### config.mk
export PLATFORM = sky130hd
export DESIGN_NAME = seed_to_key_unit
export DESIGN_NICKNAME = d
export VERILOG_FILES = /design/src/rtl/stk_pkg.sv /design/src/rtl/seed_to_key_unit.sv /design/src/rtl/stk_cell.sv
export SDC_FILE = /design/constraint.sdc
export NUM_CORES = 2
export LEC_CHECK = 0
export ABC_CLOCK_PERIOD_IN_PS = 21100
export BUFFER_PORTS_ARGS = -buffer_cell sky130_fd_sc_hd__clkbuf_2
export CAP_MARGIN = 40
export CORE_ASPECT_RATIO = 0.7
export CORE_MARGIN = 5
export CORE_UTILIZATION = 32
export DETAILED_ROUTE_END_ITERATION = 8
export PLACE_DENSITY_LB_ADDON = 0.25
export SYNTH_ARGS = -nofsm -noshare
export SYNTH_HDL_FRONTEND = slang
export SYNTH_SLANG_ARGS = --single-unit
### constraint.sdc
create_clock -name aclk -period 21.1 [get_ports aclk]
set_input_delay 6.33 -clock aclk [delete_from_list [all_inputs] [get_ports aclk]]
set_output_delay 6.33 -clock aclk [all_outputs]
set_load 0.05 [all_outputs]
### src/rtl/stk_pkg.sv
// ----------------------------------------------------------------------------
// stk_pkg: shared types and constants of the seed-to-key unit
// Widths, reset values, register indexes and the item carried between cells.
// ----------------------------------------------------------------------------
package stk_pkg;

    localparam int unsigned WORD_W         = 32;
    localparam int unsigned NUM_CELLS      = 7;
    localparam int unsigned SHIFT_STEPS    = 35;
    localparam int unsigned STEPS_PER_CELL = SHIFT_STEPS / NUM_CELLS;
    localparam int unsigned TEA_HALF_STEPS = 4;
    localparam int unsigned CELL_IDX_W     = $clog2(NUM_CELLS);
    localparam int unsigned CFG_ADDR_W     = 2;

    localparam logic [WORD_W-1:0] TEA_DELTA    = 32'h9e37_79b9;
    localparam logic [WORD_W-1:0] MASK_ONE_RST = 32'h5c73_5c73;
    localparam logic [WORD_W-1:0] MASK_TWO_RST = 32'h5f73_5f73;
    localparam logic              ALG_RST      = 1'b1;

    // algorithm codes
    localparam logic ALG_TEA  = 1'b0;
    localparam logic ALG_MASK = 1'b1;

    typedef enum logic [CFG_ADDR_W-1:0] {
        REG_ALG_SEL  = 2'd0,
        REG_MASK_ONE = 2'd1,
        REG_MASK_TWO = 2'd2
    } cfg_reg_t;

    // word a: shift register or v0, word b: mask or v1
    typedef struct packed {
        logic              alg;
        logic              level;
        logic [WORD_W-1:0] a;
        logic [WORD_W-1:0] b;
    } stk_item_t;

endpackage

### src/rtl/seed_to_key_unit.sv
// ----------------------------------------------------------------------------
// seed_to_key_unit: security-access seed to key calculation
// Pipelined chain of seven cells, one seed accepted per clock while the output is not stalled.
// ----------------------------------------------------------------------------
// Usage:
//   s_ channel carries one seed per transaction, tuser holds the level bit
//   (0 = level one, 1 = level two). m_ channel returns one key per seed,
//   in order.
//   cfg_we/cfg_addr/cfg_wdata write the algorithm select (0) and the two
//   shift masks (1, 2); write them only while no seed is in flight.
//   A seed passes the seven cell registers in turn on its way to m_tvalid;
//   each cell does five shift steps or, in the first four, one cipher half round.
//   Throughput is one seed per cycle while m_tready stays high.
//   The last cell is the output register. When the receiver stalls the
//   whole chain holds and s_tready drops; it can still take a seed in the
//   same cycle that the waiting key is taken.
//   Reset empties the chain and restores the register defaults: mask
//   algorithm, masks 0x5c735c73 and 0x5f735f73.
// ----------------------------------------------------------------------------
module seed_to_key_unit (
    input  logic                               aclk,
    input  logic                               aresetn,
    input  logic                               s_tvalid,
    output logic                               s_tready,
    input  logic [stk_pkg::WORD_W-1:0]         s_tdata,   // seed
    input  logic                               s_tuser,   // level
    output logic                               m_tvalid,
    input  logic                               m_tready,
    output logic [stk_pkg::WORD_W-1:0]         m_tdata,   // key
    input  logic                               cfg_we,
    input  logic [stk_pkg::CFG_ADDR_W-1:0]     cfg_addr,
    input  logic [stk_pkg::WORD_W-1:0]         cfg_wdata
);
    import stk_pkg::*;

    logic              alg_sel_reg;
    logic [WORD_W-1:0] mask_one_reg;
    logic [WORD_W-1:0] mask_two_reg;

    logic              advance;
    stk_item_t         entry_item;
    logic              cell_valid [NUM_CELLS+1];
    stk_item_t         cell_item  [NUM_CELLS+1];

    always_ff @(posedge aclk) begin
        if (!aresetn) begin
            alg_sel_reg  <= ALG_RST;
            mask_one_reg <= MASK_ONE_RST;
            mask_two_reg <= MASK_TWO_RST;
        end else if (cfg_we) begin
            unique case (cfg_addr)
                REG_ALG_SEL:  alg_sel_reg  <= cfg_wdata[0];
                REG_MASK_ONE: mask_one_reg <= cfg_wdata;
                REG_MASK_TWO: mask_two_reg <= cfg_wdata;
                default: ;
            endcase
        end
    end

    assign advance  = !m_tvalid || m_tready;
    assign s_tready = advance;

    always_comb begin
        entry_item.alg   = alg_sel_reg;
        entry_item.level = s_tuser;
        entry_item.a     = s_tdata;
        if (alg_sel_reg == ALG_MASK) begin
            entry_item.b = s_tuser ? mask_two_reg : mask_one_reg;
        end else begin
            entry_item.b = ~s_tdata;
        end
    end

    assign cell_valid[0] = s_tvalid;
    assign cell_item[0]  = entry_item;

    for (genvar g = 0; g < NUM_CELLS; g++) begin : g_cell
        stk_cell u_cell (
            .aclk      (aclk),
            .aresetn   (aresetn),
            .en        (advance),
            .cell_idx  (CELL_IDX_W'(g)),
            .in_valid  (cell_valid[g]),
            .in_item   (cell_item[g]),
            .out_valid (cell_valid[g+1]),
            .out_item  (cell_item[g+1])
        );
    end

    assign m_tvalid = cell_valid[NUM_CELLS];
    assign m_tdata  = cell_item[NUM_CELLS].a;

    a_accept_enters: assert property (@(posedge aclk) disable iff (!aresetn)
        (s_tvalid && s_tready) |=> cell_valid[1])
        else $error("accepted seed did not enter the first cell");

    a_stall_holds: assert property (@(posedge aclk) disable iff (!aresetn)
        (m_tvalid && !m_tready) |=> ($stable(cell_valid[1]) && $stable(cell_item[1])))
        else $error("chain moved while the output was stalled");

    a_reset_empty: assert property (@(posedge aclk)
        !aresetn |=> !m_tvalid)
        else $error("output valid after reset");

endmodule

### src/rtl/stk_cell.sv
// ----------------------------------------------------------------------------
// stk_cell: one cell of the key chain
// Runs five mask shift steps, or one half round of the two-round cipher when
// its place in the chain is one of the first four, and registers the item.
// ----------------------------------------------------------------------------
module stk_cell (
    input  logic                               aclk,
    input  logic                               aresetn,
    input  logic                               en,
    input  logic [stk_pkg::CELL_IDX_W-1:0]     cell_idx,
    input  logic                               in_valid,
    input  stk_pkg::stk_item_t                 in_item,
    output logic                               out_valid,
    output stk_pkg::stk_item_t                 out_item
);
    import stk_pkg::*;

    logic      valid_reg;
    stk_item_t item_reg;
    stk_item_t item_next;

    function automatic logic [7:0] key_byte(input logic [1:0] idx, input logic level);
        logic [7:0] w;
        begin
            unique case (idx)
                2'd0: w = 8'h11;
                2'd1: w = 8'h22;
                2'd2: w = 8'h33;
                2'd3: w = 8'h44;
                default: w = 8'h11;
            endcase
            return level ? {w[2:0], w[7:3]} : w;
        end
    endfunction

    // sum plus key byte for each half round, folded to constants
    function automatic logic [WORD_W-1:0] tea_addend(input logic [1:0] step,
                                                     input logic level);
        logic [WORD_W-1:0] sum;
        logic [1:0]        kidx;
        begin
            unique case (step)
                2'd0: sum = '0;
                2'd1: sum = TEA_DELTA;
                2'd2: sum = TEA_DELTA;
                2'd3: sum = TEA_DELTA + TEA_DELTA;
                default: sum = '0;
            endcase
            kidx = step[0] ? sum[12:11] : sum[1:0];
            return sum + {24'd0, key_byte(kidx, level)};
        end
    endfunction

    function automatic logic [WORD_W-1:0] tea_mix(input logic [WORD_W-1:0] x);
        return ((x << 4) ^ (x >> 5)) + x;
    endfunction

    always_comb begin
        logic [WORD_W-1:0] v;
        logic [WORD_W-1:0] addend;
        item_next = in_item;
        v         = in_item.a;
        addend    = tea_addend(cell_idx[1:0], in_item.level);
        if (in_item.alg == ALG_MASK) begin
            for (int unsigned i = 0; i < STEPS_PER_CELL; i++) begin
                v = v[WORD_W-1] ? ((v << 1) ^ in_item.b) : (v << 1);
            end
            item_next.a = v;
        end else if (cell_idx < CELL_IDX_W'(TEA_HALF_STEPS)) begin
            if (cell_idx[0]) begin
                item_next.b = in_item.b + (tea_mix(in_item.a) ^ addend);
            end else begin
                item_next.a = in_item.a + (tea_mix(in_item.b) ^ addend);
            end
        end
    end

    always_ff @(posedge aclk) begin
        if (!aresetn) begin
            valid_reg <= 1'b0;
        end else if (en) begin
            valid_reg <= in_valid;
        end
    end

    always_ff @(posedge aclk) begin
        if (en) begin
            item_reg <= item_next;
        end
    end

    assign out_valid = valid_reg;
    assign out_item  = item_reg;

endmodule
Word-level counts from Yosys, hierarchy flattened
Cells that the tools add are included.
{"block": "totals", "reg_bits": 497, "input_bits": 72}
{"block": "op_classes", "add_sub_neg": 11, "n_eq_ne": 2, "n_mux": 50, "bitwise_logic": 44, "reduce_logical": 6}
{"operator": "$mux W32", "count": 46}
{"operator": "$xor A32 B32 Y32", "count": 38}
{"operator": "$add A32 B32 Y32", "count": 8}
{"operator": "$xor A32 B27 Y32", "count": 4}
{"operator": "$add A32 B8 Y32 const A", "count": 2}
{"operator": "$not A32 Y32", "count": 1}
{"operator": "$xor A32 B8 Y32", "count": 1}
{"operator": "$add A30 B8 Y31 const A", "count": 1}
{"operator": "$mux W7", "count": 2}
{"operator": "$mux W8", "count": 1}
{"operator": "$mux W6", "count": 1}
{"operator": "$reduce_and A2 Y1", "count": 3}
{"operator": "$eq A2 B1 Y1 const B", "count": 1}
{"operator": "$eq A2 B2 Y1 const B", "count": 1}
{"operator": "$logic_not A2 Y1", "count": 1}
{"operator": "$logic_not A1 Y1", "count": 1}
{"operator": "$logic_or A1 B1 Y1", "count": 1}

Longest topological paths before layout
{"block": "depth", "depth_word": 13, "mapped_depth": 33, "ltp_nobuf": 29}

By module
From an unflattened synthesis, not the netlist that was laid out.
{"block": "unflattened", "cells_unflattened": 12038, "hier_area_um2": 93499.7}
{"module": "stk_cell at g_cell[2].u_cell ...", "instances": 4, "cells_per_inst": 1681, "area_per_inst_um2": 12899.9}
{"module": "stk_cell at g_cell[1].u_cell", "instances": 1, "cells_per_inst": 1688, "area_per_inst_um2": 13122.6}
{"module": "stk_cell at g_cell[0].u_cell", "instances": 1, "cells_per_inst": 1659, "area_per_inst_um2": 12746.0}
{"module": "stk_cell at g_cell[6].u_cell", "instances": 1, "cells_per_inst": 1635, "area_per_inst_um2": 12639.6}
{"module": "seed_to_key_unit", "instances": 1, "cells_per_inst": 332, "area_per_inst_um2": 3392.0}

Least setup slack after synthesis
No wires, ideal clock.
{"block": "synth_timing", "path_kind": "input to output", "startpoint": "in m_tready", "endpoint": "out s_tready", "t_arrival_ns": 15.061, "path_slack_ns": -0.291, "path_stages": 3, "n_path_buf": 1, "path_cell_list": "nor2b_1 -> clkbuf_1 -> inv_1"}
{"block": "synth_between", "elab_chain_cells": 1}
{"element": "from (decl)", "line_no": "seed_to_key_unit.sv:28", "source": "input logic m_tready,"}
{"element": "$logic_or A1 B1 Y1", "line_no": "seed_to_key_unit.sv:60", "source": "assign advance = !m_tvalid || m_tready;"}
{"element": "to (decl)", "line_no": "seed_to_key_unit.sv:24", "source": "output logic s_tready,"}
No other way between the ends.

Worst setup path after layout
Ends and elaborated chain as after synthesis.

==> impl_results.md <==
- Drc violations: 0
- Area growth from synthesis to layout: 10.33%
- Unrepaired setup endpoints after global routing: no
- Register area: 14210 um^2
- Placed Instances: 7319
- Die W: 463.8 um
- Endpoints failing hold: 0
- # setup viols final: 0
- Max Fclk: 0.07052 GHz
- Post-Syn Nets: 5854
- Seq/Total Area, Yosys: 0.3080
- Status: finished clean
- DR iter-0 viols: 3238
- Cts hold-fix bufs: 0
- CTS tree: done
- GP Congestion: 0.9025
- Core box area: 143100 um^2
- HP Class: flop to flop
- Ys Warns: 0
- First-pass GRT wire length: 203900 um
- Relative slew slack: 0.3664
- CTS Buffer Depth: 3
- Antenna-violating nets left: 0
- Port Buf Inserts: 105
- Cell count after synthesis: 5521
- Max reg flops: 425
- Total Die Area: 152000 um^2
- Critical path's slowest cell: clkinvlp_4
- Worst Skew: 0.08488 ns
- Most frequent cells in the layout: nand2_1 (1398), xnor2_1 (1005), edfxtp_1 (425)
- Total detailed-routing wirelength: 126600 um
- Wire per inst: 17.04 um
- Max Cap Viol: 0
- Commonest non-fill, non-tap cell in the layout: nand2_1
- Multi-input gate area: 30810 um^2
- Overall Global Routing Usage: 0.1627
- FF+latch count, synth: 497
- Cell family with most CP delay: buffers and inverters
- Vias: 36628
- Grt total ovfl: 0
- Ports: 106
- Clk root buf: clkbuf_16
- CP Launch Type: input port
- Total Nets Final: 5826
- Dpl hpwl: 93210 um
- EDFF count, synth: 425
- Antenna Cells: 0
- Buf+Inv Stages, Crit Path: 3
- Top cell type's share of synthesized area: 0.2767
- Filler cell count: 14695
- Post-CTS setup buffers: 0
- Die Ht: 327.6 um
- Initial Utilization: 0.3223
- Most frequent CP cell: clkbuf_2
- CTS clk-pin slew, worst paths: 0.06 ns
- Hold WS: 0.4600 ns
- Crit path time final: 14.18 ns
- Clk sinks: 497
- Final Slew Violations: 0
- Crit path arrival time: 7.85 ns
- Vias per cell: 4.932
- Setup CP Type: input port to output pin
- Resize count post-CTS: 0
- Critical path, cell by cell: clkbuf_2, nor2b_1, clkinvlp_4, clkbuf_2
- TNS Setup: 0 ns
- Clk_lat worst skew: 0.71 ns
- Cell Count, Final, Fillers Out: 7427
- Top post-synthesis cells by area: edfxtp_1 (28%), xnor2_1 (20%), nand2_1 (11%)
- Max FO, Critical Path: 10
- Share of layout cells above drive strength 1: 0.06499
- Vias in the first global route: 34932
- Cell taking the most area after synthesis: edfxtp_1
- Max stage delay on crit path: 0.55 ns
- Mapped cell area: 46120 um^2
- CTS Buf Count: 59
- Rows: 116
- Worst setup EP type: output pin
- Htree depth: 2
- TritonRoute pass-1 iters: 5
- Synth cell types: 85
- Post-synthesis async set-or-reset flop share: 0
- Top FF cell, synth: edfxtp_1
- Period utilization: 0.6720
- CP required: 14.77 ns
- Pin count of the biggest net entering global routing: 150
- Synthesized area per cell: 8.354 um^2
- Worst-Margin Slew: 0.9504 ns
- Final core utilization: 0.3556
- Initial antenna violation count: 2
==> path summary, 6_finish.rpt <==
check	start	to	cells past startpoint	slack (ns)
worst max-delay path	m_tready	s_tready	4	6.92
worst min-delay path	mask_one_reg[24]	mask_one_reg[24]	2	0.46
worst min register to register	mask_one_reg[24]	mask_one_reg[24]	2	0.46
worst max register to register	alg_sel_reg	g_cell[0].u_cell.out_item[63]	30	13.28
==> area by class of cell <==
class | count | share of cell area
sequential | 497 | 0.2792
timing repair buffer | 178 | 0.02449
multi-input combinational | 4690 | 0.6054
clock inverter | 30 | 0.005876
inverter | 67 | 0.005016
tap | 1888 | 0.04642
clock buffer | 77 | 0.03363
==> through the flow <==
stage	cell area, um^2	setup slack, ns
6_report	50890	6.920
4_1_cts	50880	6.849
2_1_floorplan	46130	3.157
3_5_place_dp	48870	6.849
5_1_grt	50890	6.776
3_3_place_gp	48630	6.882
==> cells by family after synthesis <==
group | synth area share
AO/OA/AOI/OAI | 0.1260
XOR/XNOR | 0.2685
adder cells (fa/ha/maj) | 0.07210
buffers and inverters | 0.03079
flip-flops | 0.3080
multiplexers | 0.01728
AND/OR/NAND/NOR | 0.1774
==> routing by layer <==
metal / global-route usage / wire length [um] / up-vias
met5: 0 / 0 / -
met4: 0.02504 / 1532 / 0
met3: 0.01947 / 6760 / 87
met2: 0.2269 / 48920 / 804
met1: 0.2664 / 69350 / 17247
li1: - / - / 18490
==> synthesized netlist by cell type (8+ instances only) <==
cell	instances
nand2_1	1398
xnor2_1	1031
edfxtp_1	425
a21oi_1	411
xor2_1	370
nor2_1	301
ha_1	253
clkbuf_1	211
o21ai_0	161
a21o_1	110
nand3_1	83
dfxtp_1	72
inv_1	67
nand2b_1	46
nor2b_1	45
a21boi_0	37
nor3_1	36
o21bai_1	36
buf_4	32
mux2i_1	32
a211oi_1	29
and3_1	26
a31oi_1	25
mux2_2	23
o21a_1	22
o31ai_1	16
and2_1	15
buf_1	14
o211ai_1	11
nand4_1	10
o21ai_1	9
or3_1	9
a41o_1	8
fa_1	8
==> worst reg2reg max path, delay by kind of cell (launching register included) <==
kind,cells,cell delay (ns)
AO/OA/AOI/OAI,18,3.92
adder cells (fa/ha/maj),2,0.76
AND/OR/NAND/NOR,5,1.17
flip-flops,1,0.72
XOR/XNOR,2,0.28
buffers and inverters,3,0.78
Power is left out: the tool's default activity adds up to more than one toggle a clock period on the data nets, which glitch-free logic cannot reach.
